## config.mk

```make
export PLATFORM = sky130hd
export DESIGN_NAME = rmfp_queue
export DESIGN_NICKNAME = d
export VERILOG_FILES = /design/src/rtl/rmfp_pkg.sv /design/src/rtl/rmfp_queue.sv
export SDC_FILE = /design/constraint.sdc
export NUM_CORES = 1
export LEC_CHECK = 0
export ABC_AREA = 1
export BUFFER_PORTS_ARGS = -buffer_cell sky130_fd_sc_hd__buf_2
export CAP_MARGIN = 30
export CORE_MARGIN = 10
export CORE_UTILIZATION = 33
export CTS_CLUSTER_SIZE = 24
export DETAILED_ROUTE_END_ITERATION = 7
export GPL_ROUTABILITY_DRIVEN = 1
export PLACE_DENSITY = 0.62
export SYNTH_ARGS = -nofsm -noshare
export SYNTH_HDL_FRONTEND = slang
export SYNTH_SLANG_ARGS = --single-unit
```

## constraint.sdc

```tcl
create_clock -name clk -period 1.8 [get_ports clk]
set_input_delay 0.18 -clock clk [delete_from_list [all_inputs] [get_ports clk]]
set_output_delay 0.18 -clock clk [all_outputs]
set_load 0.01 [all_outputs]
```

## src/rtl/rmfp_pkg.sv

```systemverilog
`timescale 1ns / 1ps
// ============================================================================
// rmfp_pkg
// Shared types and constants for the rotated monochrome framebuffer block.
// ============================================================================
package rmfp_pkg;

    localparam int FB_BYTES = 1024;
    localparam int FB_AW    = $clog2(FB_BYTES);
    localparam int OFF_W    = 21;
    localparam int Q_DEPTH  = 2;
    localparam int Q_PW     = (Q_DEPTH > 1) ? $clog2(Q_DEPTH) : 1;
    localparam int Q_CW     = $clog2(Q_DEPTH + 1);

    localparam logic [1:0] KIND_SET   = 2'd0;
    localparam logic [1:0] KIND_CLEAR = 2'd1;
    localparam logic [1:0] KIND_READ  = 2'd2;

    localparam logic [1:0] ST_OK   = 2'd0;
    localparam logic [1:0] ST_X    = 2'd1;
    localparam logic [1:0] ST_Y    = 2'd2;
    localparam logic [1:0] ST_OVF  = 2'd3;

    localparam logic [1:0] ROT_NONE = 2'd0;
    localparam logic [1:0] ROT_CW   = 2'd1;
    localparam logic [1:0] ROT_CCW  = 2'd2;
    localparam logic [1:0] ROT_FLIP = 2'd3;

    localparam logic [2:0] REG_WIDTH  = 3'd0;
    localparam logic [2:0] REG_HEIGHT = 3'd1;
    localparam logic [2:0] REG_ROT    = 3'd2;
    localparam logic [2:0] REG_LSB    = 3'd3;
    localparam logic [2:0] REG_BUF    = 3'd4;

    typedef struct packed {
        logic [10:0] width_px;
        logic [10:0] height_px;
        logic [1:0]  rotation_mode;
        logic        lsb_first;
        logic [10:0] buffer_bytes;
    } cfg_t;

    typedef struct packed {
        logic [1:0]       kind;
        logic [1:0]       status;
        logic [FB_AW-1:0] addr;
        logic [7:0]       mask;
    } entry_t;

    typedef enum logic [1:0] {
        BK_CLEAR,
        BK_IDLE,
        BK_ACCESS
    } back_state_t;

endpackage

```

## src/rtl/rmfp_queue.sv

```systemverilog
`timescale 1ns / 1ps
// ============================================================================
// rmfp_queue
// Short FIFO of classified requests between the front and the back.
// ============================================================================
module rmfp_queue (
    input  logic             clk,
    input  logic             rst_n,
    input  logic             push,
    input  rmfp_pkg::entry_t push_data,
    output logic             full,
    input  logic             pop,
    output logic             head_valid,
    output rmfp_pkg::entry_t head
);

    rmfp_pkg::entry_t              slot_reg [rmfp_pkg::Q_DEPTH];
    logic [rmfp_pkg::Q_PW-1:0]     wr_ptr_reg, wr_ptr_next;
    logic [rmfp_pkg::Q_PW-1:0]     rd_ptr_reg, rd_ptr_next;
    logic [rmfp_pkg::Q_CW-1:0]     count_reg, count_next;

    localparam logic [rmfp_pkg::Q_PW-1:0] LAST = rmfp_pkg::Q_PW'(rmfp_pkg::Q_DEPTH - 1);

    assign full       = (count_reg == rmfp_pkg::Q_CW'(rmfp_pkg::Q_DEPTH));
    assign head_valid = (count_reg != '0);
    assign head       = slot_reg[rd_ptr_reg];

    always_comb
    begin
        wr_ptr_next = wr_ptr_reg;
        rd_ptr_next = rd_ptr_reg;
        count_next  = count_reg;
        if (push)
        begin
            wr_ptr_next = (wr_ptr_reg == LAST) ? '0 : wr_ptr_reg + rmfp_pkg::Q_PW'(1);
        end
        if (pop)
        begin
            rd_ptr_next = (rd_ptr_reg == LAST) ? '0 : rd_ptr_reg + rmfp_pkg::Q_PW'(1);
        end
        if (push && !pop)
        begin
            count_next = count_reg + rmfp_pkg::Q_CW'(1);
        end
        else if (pop && !push)
        begin
            count_next = count_reg - rmfp_pkg::Q_CW'(1);
        end
    end

    always_ff @(posedge clk or negedge rst_n)
    begin
        if (!rst_n)
        begin
            wr_ptr_reg <= '0;
            rd_ptr_reg <= '0;
            count_reg  <= '0;
        end
        else
        begin
            wr_ptr_reg <= wr_ptr_next;
            rd_ptr_reg <= rd_ptr_next;
            count_reg  <= count_next;
        end
    end

    always_ff @(posedge clk)
    begin
        if (push)
        begin
            slot_reg[wr_ptr_reg] <= push_data;
        end
    end

endmodule

```

# --- Word-level counts from Yosys, hierarchy flattened ---
# Memories as Yosys holds them, arrays and structs flattened.
# Index checks and enable logic that the tools add are counted.
word_totals:
  word_cells: 21
  out_inout_bits: 24
  ram_bits: 44
  n_memories: 1
  input_bits: 26
  ff_bits: 4
mem_list:
  columns: ["memory", "words", "width", "read_ports", "rd_clocked_by_memory_dff", "write_ports", "line", "rtl"]
  rows:
  - ["slot_reg", 2, 22, 1, 0, 1, "rmfp_queue.sv:17", "rmfp_pkg::entry_t slot_reg [rmfp_pkg::Q_DEPTH];"]
op_classes:
  reduce_logical: 6
  mux: 6
  n_eq_ne: 1
  n_addsub: 4
ops:
  columns: ["cell", "n"]
  rows:
  - ["$mux W1", 4]
  - ["$mux W2", 2]
  - ["$reduce_bool A2 Y1", 2]
  - ["$add A1 B1 Y1 const B", 2]
  - ["$add A2 B1 Y2 const B", 1]
  - ["$eq A2 B2 Y1 const B", 1]
  - ["$logic_and A1 B1 Y1", 2]
  - ["$logic_not A1 Y1", 2]
  - ["$sub A2 B1 Y2 const B", 1]

# --- Depth between registers and ports, before layout ---
depth:
  depth_word: 4
  mapped_depth: 7
  ltp_nobuf: 7

# --- Worst setup path after synthesis ---
# OpenSTA, ideal clock, no wires.
synth_timing:
  kind: "register -> register"
  from: "register wr_ptr_reg"
  to: "memory slot_reg[0][0] (netlist bit), enable pin"
  required_time_ps: 1399
  n_path_buf: 0
  setup_ps: 401
  path_stages_with_launch: 2
  t_arrival_ps: 1352
  slack_ps: 47
  synth_period_minus_slack_ps: 1753
  path_cell_list: "dfrtp_1 nor2_1"
synth_rtl:
  columns: ["item", "line", "rtl"]
  rows:
  - ["start, declared", "rmfp_queue.sv:18", "logic [rmfp_pkg::Q_PW-1:0] wr_ptr_reg, wr_ptr_next;"]
  - ["start signal, assigned", "rmfp_queue.sv:61", "wr_ptr_reg <= wr_ptr_next;"]
  - ["end, declared", "rmfp_queue.sv:17", null]
# No word-level cell before the write port.

==> impl_metrics.py <==
metrics = {
    "timing": {
        "hold_viol_final": 0,
        "finalMaxSlewViolations": 0,
        "worst_pin_slew_ns": 0.363,
        "fmax_mhz": 634,
        "slew_headroom": 0.758,
        "setup_viol": 0,
        "finalClockSkew_ns": 0.00597,
        "rsz0062_at_grt": "no",
        "fin_tns_setup_ns": 0,
        "min_period_ns": 1.58,
        "period_share": 0.877,
    },
    "synth": {
        "synth.distinct_cells": 12,
        "postSynthAreaPerCell_um2": 19.3,
        "synth_cells": 93,
        "synth_nets": 120,
        "yosysSeqAreaShare": 0.791,
        "ys_ff_latch": 48,
        "yosysWarnings": 0,
        "synth.cell_area_um2": 1800,
    },
    "floorplan": {
        "start_util": 0.345,
        "placementRows": 26,
        "die_h_um": 93.8,
        "core-area_um2": 5200,
        "num_io_pins": 50,
        "die_w_um": 93.8,
        "die_area_um2": 8800,
    },
    "worst_setup_path": {
        "slowest_stage": "mux2_2",
        "end_kind": "primary output",
        "startpoint_type": "register",
        "timing.setup.critical_path_class": "reg2out",
        "cpPeakStageDelay_ns": 0.38,
        "crit_path_cell_trace": "buf_4, mux2_2, buf_2",
        "crit_family": "buffers and inverters",
        "critPathArrivalTime_ns": 1.40,
        "crit_buf_inv": 2,
        "crit_required_ns": 1.62,
        "cp_max_fo": 15,
    },
    "clocking": {
        "clock-root-buffer": "clkbuf_8",
        "hold_buffers": 1,
        "post-cts-setup-buffers": 0,
        "cts.sinks": 48,
        "cts-buffers-inserted": 5,
        "h-tree-depth": 2,
        "insertion_delay_ns": 0.29,
        "clk_path_buf_depth": 2,
        "cts.repair.resized": 0,
        "clk_pin_slew_ns": 0.09,
        "cts_tree": "yes",
    },
    "flow_run": {
        "drv_cap": 0,
    },
    "routing": {
        "ant_nets": 0,
        "num_vias": 952,
        "drt_pass1_iterations": 4,
        "post_drt_wl_per_cell_um": 15.2,
        "wirelength_mm": 3.42,
        "drtIter0Drc": 20,
        "drc": 0,
        "via_per_inst": 4.23,
    },
    "final_layout": {
        "largest_reg_flops": 44,
        "fill_cells": 491,
        "design_area_um2": 2280,
        "diodes": 0,
        "fin_util": 0.438,
        "fin_cells": 225,
        "drive_above_1_share": 0.555,
        "fin_nets": 181,
        "area_growth_pct": 26.9,
    },
    "global_route": {
        "overflow": 0,
        "grt_max_degree": 17,
        "antenna_found_initial": 0,
        "grt_usage": 0.0811,
        "grt_pass1_wl_mm": 5.45,
        "grt_pass1_vias": 1113,
    },
    "power": {
        "p_per_area_nw_per_um2": 1480,
        "p_leak_nw": 0.907,
        "ir_drop_mv": 0.709,
    },
    "placement": {
        "dpl.hpwl_mm": 2.64,
        "placed_area_um2": 2160,
        "gp_congestion": 0.646,
        "port_buffers": 49,
        "placedCellCount": 216,
    },
    "outcome": {
        "status": "finished clean",
    },
    "min_path": {
        "hold_path.class": "in2reg",
    },
}
## power by group
part	total [mW]	switching [mW]	internal (mW)
Combinational	1.04	0.545	0.496
Clock	0.766	0.348	0.418
Sequential	1.56	0.0759	1.49
Total	3.37	0.970	2.40
## final timing paths
check | cells past startpoint | from | end | slack [ns]
worst max-delay path | 3 | rd_ptr_reg$_DFFE_PN0P_ | head[17] | 0.22
worst min-delay path | 1 | push_data[11] | slot_reg[0][11]$_DFFE_PP_ | 0.07
worst max register to register | 3 | wr_ptr_reg$_DFFE_PN0P_ | slot_reg[1][8]$_DFFE_PP_ | 0.51
worst min register to register | 2 | count_reg[1]$_DFFE_PN0P_ | count_reg[1]$_DFFE_PN0P_ | 0.50
max in group asynchronous | 2 | rst_n | rd_ptr_reg$_DFFE_PN0P_ | 1.46
min in group asynchronous | 2 | rst_n | count_reg[1]$_DFFE_PN0P_ | 0.22
## placed cells by master, fill, tap and decap left out, drive strengths merged
| cell type | netlist | final |
|---|---|---|
| mux2 | 22 | 22 |
| inv | 7 | 8 |
| dlygate4sd3 | 0 | 1 |
| edfxtp | 44 | 44 |
| nand4 | 1 | 1 |
| bufinv | 0 | 1 |
| nand3 | 1 | 1 |
| buf | 2 | 55 |
| nor2 | 2 | 2 |
| ha | 1 | 1 |
| clkinvlp | 0 | 1 |
| clkbuf | 0 | 5 |
| dfrtp | 4 | 4 |
| xnor2 | 1 | 1 |
| xor2 | 2 | 2 |
| nand2 | 6 | 6 |
## routing by layer
layer	global-route usage	vias to the layer above	wire (um)
met1	0.0840	448	1370
met4	0.0241	0	32
met3	0.0440	5	309
met5	0	-	0
li1	-	463	-
met2	0.138	36	1710
## layout make-up
type	instances	area [um2]	area share
flip-flops and latches	48	1420	0.623
multi-input cells	36	330	0.145
repair buffers	56	300	0.132
well taps	70	87.6	0.0384
clock buffers	5	68.8	0.0302
clock inverters	3	46.3	0.0203
inverters	7	26.3	0.0115
## cells in the mapped netlist
library cell | count | area (um2)
buf_6 | 2 | 22.5
dfrtp_1 | 4 | 100
edfxtp_1 | 44 | 1320
ha_1 | 1 | 12.5
inv_1 | 7 | 26.3
mux2_2 | 22 | 248
nand2_1 | 6 | 22.5
nand3_1 | 1 | 5.00
nand4_1 | 1 | 6.26
nor2_1 | 2 | 7.51
xnor2_1 | 1 | 8.76
xor2_1 | 2 | 17.5
## kinds of logic (layout without fill, tap and decap cells)
family	Yosys count	after routing	share of synthesized area
flip-flops	48	48	0.791
adder cells (fa/ha/maj)	1	1	0.00696
multiplexers	22	22	0.138
buffers and inverters	9	71	0.0271
XOR/XNOR	3	3	0.0146
AND/OR/NAND/NOR	10	10	0.0230
## through the flow
stage	hold WS (ns)	setup slack [ns]	power [mW]
floorplan	-0.116	0.0472	2.24
global placement	-0.00787	0.544	2.63
detailed placement	0.000797	0.493	2.67
CTS	0.0566	0.192	3.44
global route	0.0467	0.158	3.59
finish	0.0664	0.222	3.37
## worst register-to-register path, stage by stage, from the launching register on
cell	delay (ns)
dfrtp_1	0.40
nand2_1	0.06
inv_1	0.28
buf_4	0.25
No activity file was read; power rests on OpenSTA's default activity.
