$ cat config.mk
export PLATFORM = sky130hd
export DESIGN_NAME = rmfp_front
export DESIGN_NICKNAME = d
export VERILOG_FILES = /design/src/rtl/rmfp_pkg.sv /design/src/rtl/rmfp_front.sv
export SDC_FILE = /design/constraint.sdc
export NUM_CORES = 1
export LEC_CHECK = 0
export ABC_AREA = 1
export BUFFER_PORTS_ARGS = -buffer_cell sky130_fd_sc_hd__buf_2
export CORE_UTILIZATION = 65
export DETAILED_ROUTE_END_ITERATION = 8
export GPL_TIMING_DRIVEN = 0
export PLACE_DENSITY_LB_ADDON = 0.15
export REMOVE_ABC_BUFFERS = 1
export SETUP_SLACK_MARGIN = 0.3
export SYNTH_ARGS = -nofsm -noshare
export SYNTH_HDL_FRONTEND = slang
export SYNTH_SLANG_ARGS = --single-unit
$ cat constraint.sdc
create_clock -name clk -period 10.4 [get_ports clk]
set_input_delay 1.04 -clock clk [delete_from_list [all_inputs] [get_ports clk]]
set_output_delay 1.04 -clock clk [all_outputs]
set_load 0.01 [all_outputs]
$ cat src/rtl/rmfp_pkg.sv
`timescale 1ns / 1ps
// ============================================================================
// rmfp_pkg
// Shared types and constants for the rotated monochrome framebuffer block.
// ============================================================================
package rmfp_pkg;

    localparam int FB_BYTES = 1024;
    localparam int FB_AW    = $clog2(FB_BYTES);
    localparam int OFF_W    = 21;
    localparam int Q_DEPTH  = 2;
    localparam int Q_PW     = (Q_DEPTH > 1) ? $clog2(Q_DEPTH) : 1;
    localparam int Q_CW     = $clog2(Q_DEPTH + 1);

    localparam logic [1:0] KIND_SET   = 2'd0;
    localparam logic [1:0] KIND_CLEAR = 2'd1;
    localparam logic [1:0] KIND_READ  = 2'd2;

    localparam logic [1:0] ST_OK   = 2'd0;
    localparam logic [1:0] ST_X    = 2'd1;
    localparam logic [1:0] ST_Y    = 2'd2;
    localparam logic [1:0] ST_OVF  = 2'd3;

    localparam logic [1:0] ROT_NONE = 2'd0;
    localparam logic [1:0] ROT_CW   = 2'd1;
    localparam logic [1:0] ROT_CCW  = 2'd2;
    localparam logic [1:0] ROT_FLIP = 2'd3;

    localparam logic [2:0] REG_WIDTH  = 3'd0;
    localparam logic [2:0] REG_HEIGHT = 3'd1;
    localparam logic [2:0] REG_ROT    = 3'd2;
    localparam logic [2:0] REG_LSB    = 3'd3;
    localparam logic [2:0] REG_BUF    = 3'd4;

    typedef struct packed {
        logic [10:0] width_px;
        logic [10:0] height_px;
        logic [1:0]  rotation_mode;
        logic        lsb_first;
        logic [10:0] buffer_bytes;
    } cfg_t;

    typedef struct packed {
        logic [1:0]       kind;
        logic [1:0]       status;
        logic [FB_AW-1:0] addr;
        logic [7:0]       mask;
    } entry_t;

    typedef enum logic [1:0] {
        BK_CLEAR,
        BK_IDLE,
        BK_ACCESS
    } back_state_t;

endpackage

$ cat src/rtl/rmfp_front.sv
`timescale 1ns / 1ps
// ============================================================================
// rmfp_front
// Accepts requests, checks bounds, rotates to buffer coordinates and forms
// the byte address, bit mask and status of each request.
// ============================================================================
module rmfp_front (
    input  logic                  clk,
    input  logic                  rst_n,
    input  rmfp_pkg::cfg_t        cfg,
    input  logic                  clearing,
    input  logic                  req_valid,
    output logic                  req_stall,
    input  logic [1:0]            kind,
    input  logic [9:0]            pos_x,
    input  logic [9:0]            pos_y,
    output logic                  q_push,
    output rmfp_pkg::entry_t      q_data,
    input  logic                  q_full
);

    logic        s1_valid_reg, s1_valid_next;
    logic [1:0]  s1_kind_reg;
    logic [1:0]  s1_status_reg;
    logic [10:0] s1_bx_reg;
    logic [10:0] s1_by_reg;
    logic [8:0]  s1_stride_reg;
    logic [7:0]  s1_mask_reg;

    logic        accept;
    logic [10:0] x_ext, y_ext, w_m1, h_m1;
    logic [10:0] bw, bx, by;
    logic [11:0] bw_round;
    logic [1:0]  st1;
    logic [7:0]  mask;

    logic [19:0]            prod;
    logic [rmfp_pkg::OFF_W-1:0] offset;
    logic                   overflow;

    assign req_stall = clearing || (s1_valid_reg && q_full);
    assign accept    = req_valid && !req_stall;
    assign q_push    = s1_valid_reg && !q_full;

    // Stage one: bounds checks and rotation.
    always_comb
    begin
        x_ext = {1'b0, pos_x};
        y_ext = {1'b0, pos_y};
        w_m1  = cfg.width_px - x_ext - 11'd1;
        h_m1  = cfg.height_px - y_ext - 11'd1;

        if (x_ext >= cfg.width_px)
        begin
            st1 = rmfp_pkg::ST_X;
        end
        else if (y_ext >= cfg.height_px)
        begin
            st1 = rmfp_pkg::ST_Y;
        end
        else
        begin
            st1 = rmfp_pkg::ST_OK;
        end

        case (cfg.rotation_mode)
            rmfp_pkg::ROT_NONE:
            begin
                bw = cfg.width_px;
                bx = x_ext;
                by = y_ext;
            end
            rmfp_pkg::ROT_CW:
            begin
                bw = cfg.height_px;
                bx = h_m1;
                by = x_ext;
            end
            rmfp_pkg::ROT_CCW:
            begin
                bw = cfg.height_px;
                bx = y_ext;
                by = w_m1;
            end
            default:
            begin
                bw = cfg.width_px;
                bx = w_m1;
                by = h_m1;
            end
        endcase

        bw_round = {1'b0, bw} + 12'd7;
        mask     = cfg.lsb_first ? (8'h01 << bx[2:0]) : (8'h80 >> bx[2:0]);
        s1_valid_next = accept ? 1'b1 : (q_push ? 1'b0 : s1_valid_reg);
    end

    always_ff @(posedge clk or negedge rst_n)
    begin
        if (!rst_n)
        begin
            s1_valid_reg <= 1'b0;
        end
        else
        begin
            s1_valid_reg <= s1_valid_next;
        end
    end

    always_ff @(posedge clk)
    begin
        if (accept)
        begin
            s1_kind_reg   <= kind;
            s1_status_reg <= st1;
            s1_bx_reg     <= bx;
            s1_by_reg     <= by;
            s1_stride_reg <= bw_round[11:3];
            s1_mask_reg   <= mask;
        end
    end

    // Stage two: byte offset and the overflow check.
    always_comb
    begin
        prod     = s1_by_reg * s1_stride_reg;
        offset   = rmfp_pkg::OFF_W'(prod) + rmfp_pkg::OFF_W'(s1_bx_reg[10:3]);
        overflow = (offset >= rmfp_pkg::OFF_W'(cfg.buffer_bytes))
                || (offset >= rmfp_pkg::OFF_W'(rmfp_pkg::FB_BYTES));

        q_data.kind   = s1_kind_reg;
        q_data.status = ((s1_status_reg == rmfp_pkg::ST_OK) && overflow)
                      ? rmfp_pkg::ST_OVF : s1_status_reg;
        q_data.addr   = offset[rmfp_pkg::FB_AW-1:0];
        q_data.mask   = s1_mask_reg;
    end

endmodule

; Word-level counts from Yosys, hierarchy flattened
; Index checks and enable logic that the tools add are counted.
[classes]
addsub = 6
multipliers = 1
n_lt_le_gt_ge = 4
eq_ne = 2
shifts = 2
n_mux = 8
n_reduce_logical = 12
[ops]
columns = op, n
row1 = $pmux W11 S3, 2
row2 = $ge A10 B11 Y1, 2
row3 = $sub A11 B1 Y11 const B, 2
row4 = $sub A11 B10 Y11, 2
row5 = $add A20 B8 Y21, 1
row6 = $ge A21 B11 Y1, 1
row7 = $ge A21 B11 Y1 const B, 1
row8 = $mul A11 B9 Y20, 1
row9 = $add A11 B3 Y12 const B, 1
row10 = $mux W11, 1
row11 = $mux W8, 1
row12 = $shl A1 B3 Y8 const A, 1
row13 = $shr A8 B3 Y8 const A, 1
row14 = $logic_and A1 B1 Y1, 4
row15 = $logic_not A2 Y1, 2
row16 = $mux W2, 2
row17 = $eq A2 B1 Y1 const B, 1
row18 = $eq A2 B2 Y1 const B, 1
row19 = $logic_not A1 Y1, 2
row20 = $logic_or A1 B1 Y1, 2
row21 = $mux W1, 2
row22 = $reduce_bool A2 Y1, 1
row23 = $reduce_or A2 Y1, 1
[word_totals]
ff_bits = 44
in_bits = 63
out_inout_bits = 24

; Depth between registers and ports, before layout
[depth]
depth_word = 6
depth_mapped = 31
mapped_depth_nobuf = 30

; Worst setup path after synthesis
; Ideal clock, no wire load.
[synth_path]
path_kind = register to output
from = reg s1_stride_reg[2]
to = out q_data[18] (netlist bit)
arrival_time_ps = 5432
setup_slack_ps = 3928
stages_incl_launch_ff = 31
path_buffers = 1
cell_sequence = edfxtp_1 > clkbuf_1 > nand2_1 > fa_1 > inv_1 > fa_1 > inv_1 > fa_1 > inv_1 > fa_1 > inv_1 > fa_1 > inv_1 > ha_1 > nand2_1 > nand2_2 > inv_1 > nand2_1 > inv_1 > nand2_1 > xor2_1 > ha_1 > a21oi_1 > o21a_1 > nand2_1 > nand2_1 > nand4_1 > nor2_1 > nand3_1 > nand2_1 > nand2_1
[synth_rtl]
columns = item, line_no
row1 = from (decl), rmfp_front.sv:27  ; logic [8:0] s1_stride_reg;
row2 = from (signal assigned), rmfp_front.sv:118  ; s1_stride_reg <= bw_round[11:3];
row3 = to (decl), rmfp_front.sv:18  ; output rmfp_pkg::entry_t q_data,

==> results by group <==
Clock tree
  • Root buffer selected by CTS: clkbuf_16
  • TritonCTS Sinks: 41
  • Clk pin slew, worst setup/hold paths: 0.06 ns
  • CTS tree: done
  • Clk Latency, worst-skew pair: 0.29 ns
  • H-tree Lvls: 2
  • TritonCTS Buffers: 5
  • Post-CTS setup repair buffer count: 0
  • Post_cts resized: 0
  • Post-CTS Hold Buffers: 0
  • Clock tree buffer depth: 2

Timing
  • Hold WS: 0.5086 ns
  • Setup TNS: 0 ns
  • Fin crit share: between 70% and 80%
  • Max Slew Vio Count: 0
  • Tightest Pin Transition: 0.7236 ns
  • Setup-failing EPs final: 0
  • Slew headroom: around half
  • Shortest period the worst path allows: 7.286 ns
  • RSZ-0062 raised after global routing: false
  • Max Fclk: 137.2 MHz
  • Worst Clk Skew: roughly 0.0019 ns
  • Fin. Hold Viols: 0

Worst hold path
  • Hold Crit Class: reg2reg
  • Hold Path Cell Cnt: 2
  • Worst Hold Path EP: s1_valid_reg
  • Hold path start: s1_valid_reg

Yosys
  • Top-area cell type share of the netlist area: approximately 18%
  • Sequential fraction of the synthesis area: 15.23%
  • Number of synthesized register bits: 41
  • Synth Flop Type: edfxtp_1
  • Synthesis Warnings: 0
  • Most frequent cell after synthesis: nand2_1
  • Top post-synthesis cells by area: ha_1, fa_1, edfxtp_1
  • Post-synthesis mux area share: 0%
  • EDFF count, synth: 40
  • Post-Syn Area: just over 8000 um2
  • Compound-Gate Fraction of Synth Area: around a tenth
  • Cells after Synth: 1116
  • Synth area leader: ha_1
  • Synth async-reset ratio: 2.439%
  • Adder-Cell Fraction of Synth Area: ~35%
  • Xor/xnor share of the synthesized area: between 3 and 4%
  • Mean Syn Cell Area: 7.213 um2
  • Largest family of logic cells by synthesized area: adder cells
  • Yosys cell types: 44
  • Synth Area in Simple Gates: 22.38%
  • Commonest cells in the netlist: nand2_1, inv_1, ha_1, fa_1, a21oi_1

Power and ir drop
  • Worst vdd ir: 0.0001433 V
  • LEAKAGE: 5.121 nW
  • Pwr Density: 226.5 nW/um2
  • Sw Pwr: 1.059 mW
  • Power share of the combinational group: around four fifths
  • Net Sw Frac: 53.24%
  • Clock Power Share: 9.9%
  • Part of the power in registers: 10.7%
  • Power Internal: 0.9298 mW

Detailed routing
  • Routed wire per std cell: roughly 14 um
  • Total wire length: 18450 um
  • Vias per std cell: 5.262
  • DR pass1 iterations: 5
  • Initial DRC Count: 328
  • Vias post-DR: 7093
  • Final ANT Viol Nets: 0
  • DRC: 0

GRT
  • Initial antenna violation count: 0
  • First-pass GRT wire length: 30850 um
  • Pin count of the biggest net entering global routing: 33
  • GRT Total Usage: between 30 and 40%
  • GRT overflow: 0
  • Vias in the first global route: 6939

Critical path
  • Most used cell, CP: nand2_1
  • WP data arrival: 6.25 ns
  • Reg-to-reg startpoint: s1_valid_reg
  • CP max stage cell: edfxtp_1
  • Worst path required time: 9.36 ns
  • Critical path class: reg2out
  • Top delay family on crit path: adder cells
  • R2r worst-path depth: 4
  • Crit end category: primary output
  • Worst flop-to-flop path endpoint: s1_bx_reg[3]
  • Slowest cell delay on critical path: 0.57 ns
  • Critical path startpoint: s1_stride_reg[2]
  • Startpoint types: flop
  • Max FO, Critical Path: 11
  • Buf/Inv on CP: 8
  • R2r setup slk: 9.03 ns

Die
  • Ports: between 80 and 90
  • # rows: 40
  • Die height: 113.3 um
  • Core area: 12060 um2
  • Horiz. Die Dim: ~110 um
  • Starting Density: 66.74%
  • Die area: 12830 um2

Placed design
  • RePlAce Congestion: slightly below 1
  • Dpl cell area: 8589 um2
  • Port Buffer Count: 86
  • Placed insts: 1340
  • Post-DP HPWL: ~16000 um

Status
  • Status: finished, final reports clean

Flow run
  • Max Cap Viol: 0

Finish
  • Fin nets: about 1.4k
  • Final core occ: 72.79%
  • Fillers: 1019
  • Final instance area: 8780 um2
  • Area grow syn2layout: 9.061%
  • Antenna diode count: 0
  • Fraction of layout cells with a size suffix above 1: 10.76%
  • Max reg flops: 11
  • Final Non-Filler Cells: 1348
-- area by class of cell --
type / instances / area, um2 / share of cell area [%]
clock inverter: 3 / 65.06 / 0.7411
tap: 168 / 210.2 / 2.394
clock buffer: 5 / 125.1 / 1.425
multi-input combinational: 776 / 5697 / 64.89
timing repair buffer: 87 / 450.4 / 5.130
sequential: 41 / 1226 / 13.97
inverter: 268 / 1006 / 11.46
-- power by group through the flow --
stage / Sequential [mW] / Clock (mW) / Combinational, mW
floorplan: 0.212 / 0 / 1.20
global placement: 0.216 / 0 / 1.54
detailed placement: 0.216 / 0 / 1.57
CTS: 0.213 / 0.198 / 1.58
global route: 0.215 / 0.202 / 1.81
finish: 0.213 / 0.198 / 1.58
-- metrics by stage --
stage	worst slack [ns]	total power [mW]
2_1_floorplan	4.048	1.417
5_1_grt	2.633	2.227
3_3_place_gp	3.466	1.754
6_report	3.114	1.988
4_1_cts	3.025	1.992
3_5_place_dp	3.320	1.787
-- worst max path at each step --
stage,end,slack (ns),depth (start not counted)
after floorplan,q_data[18],4.05,29
after global placement,q_data[19],3.47,30
after detailed placement,q_data[19],3.32,30
after CTS,q_data[19],3.02,30
after global routing,q_data[19],2.63,30
final,q_data[18],3.11,30
-- worst register-to-register path, delay by kind of cell (launching register included) --
| kind | cells | cell delay (ns) |
|---|---|---|
| buffers and inverters | 1 | 0.24 |
| flip-flops | 1 | 0.37 |
| AND/OR/NAND/NOR | 3 | 0.44 |
-- cell families after synthesis --
family | Yosys count
AOI/OAI and AO/OA | 129
xor gates and xnor gates | 31
adders and majority gates | 185
buffers and inverters | 299
DFF | 41
and+or+nand+nor | 431
-- layer usage --
metal / routed length [um] / up-vias / share of wire, % / GRT usage [%]
met3: 768 / 40 / 4.2 / 2.035
met2: 9467 / 218 / 51 / 57.26
met1: 7414 / 3260 / 40 / 35.02
li1: - / 3575 / - / -
met4: 798 / 0 / 4.3 / 14.39
met5: 0 / - / 0 / 0
-- cells in the final DEF, fill, tap and decap left out, types with 10 or more instances in the layout --
master    netlist  final
inv_1         268    268
nand2_2        10     10
nor2_1         40     39
nand4_1        10     10
edfxtp_1       40     40
nand3_1        36     36
buf_2           1     86
o21ai_0        36     36
fa_1           71     71
nand2_1       307    307
ha_1          114    114
a21oi_1        47     47
xor2_1         20     20
xnor2_1        11     11
(Power assumes the default switching activity.)
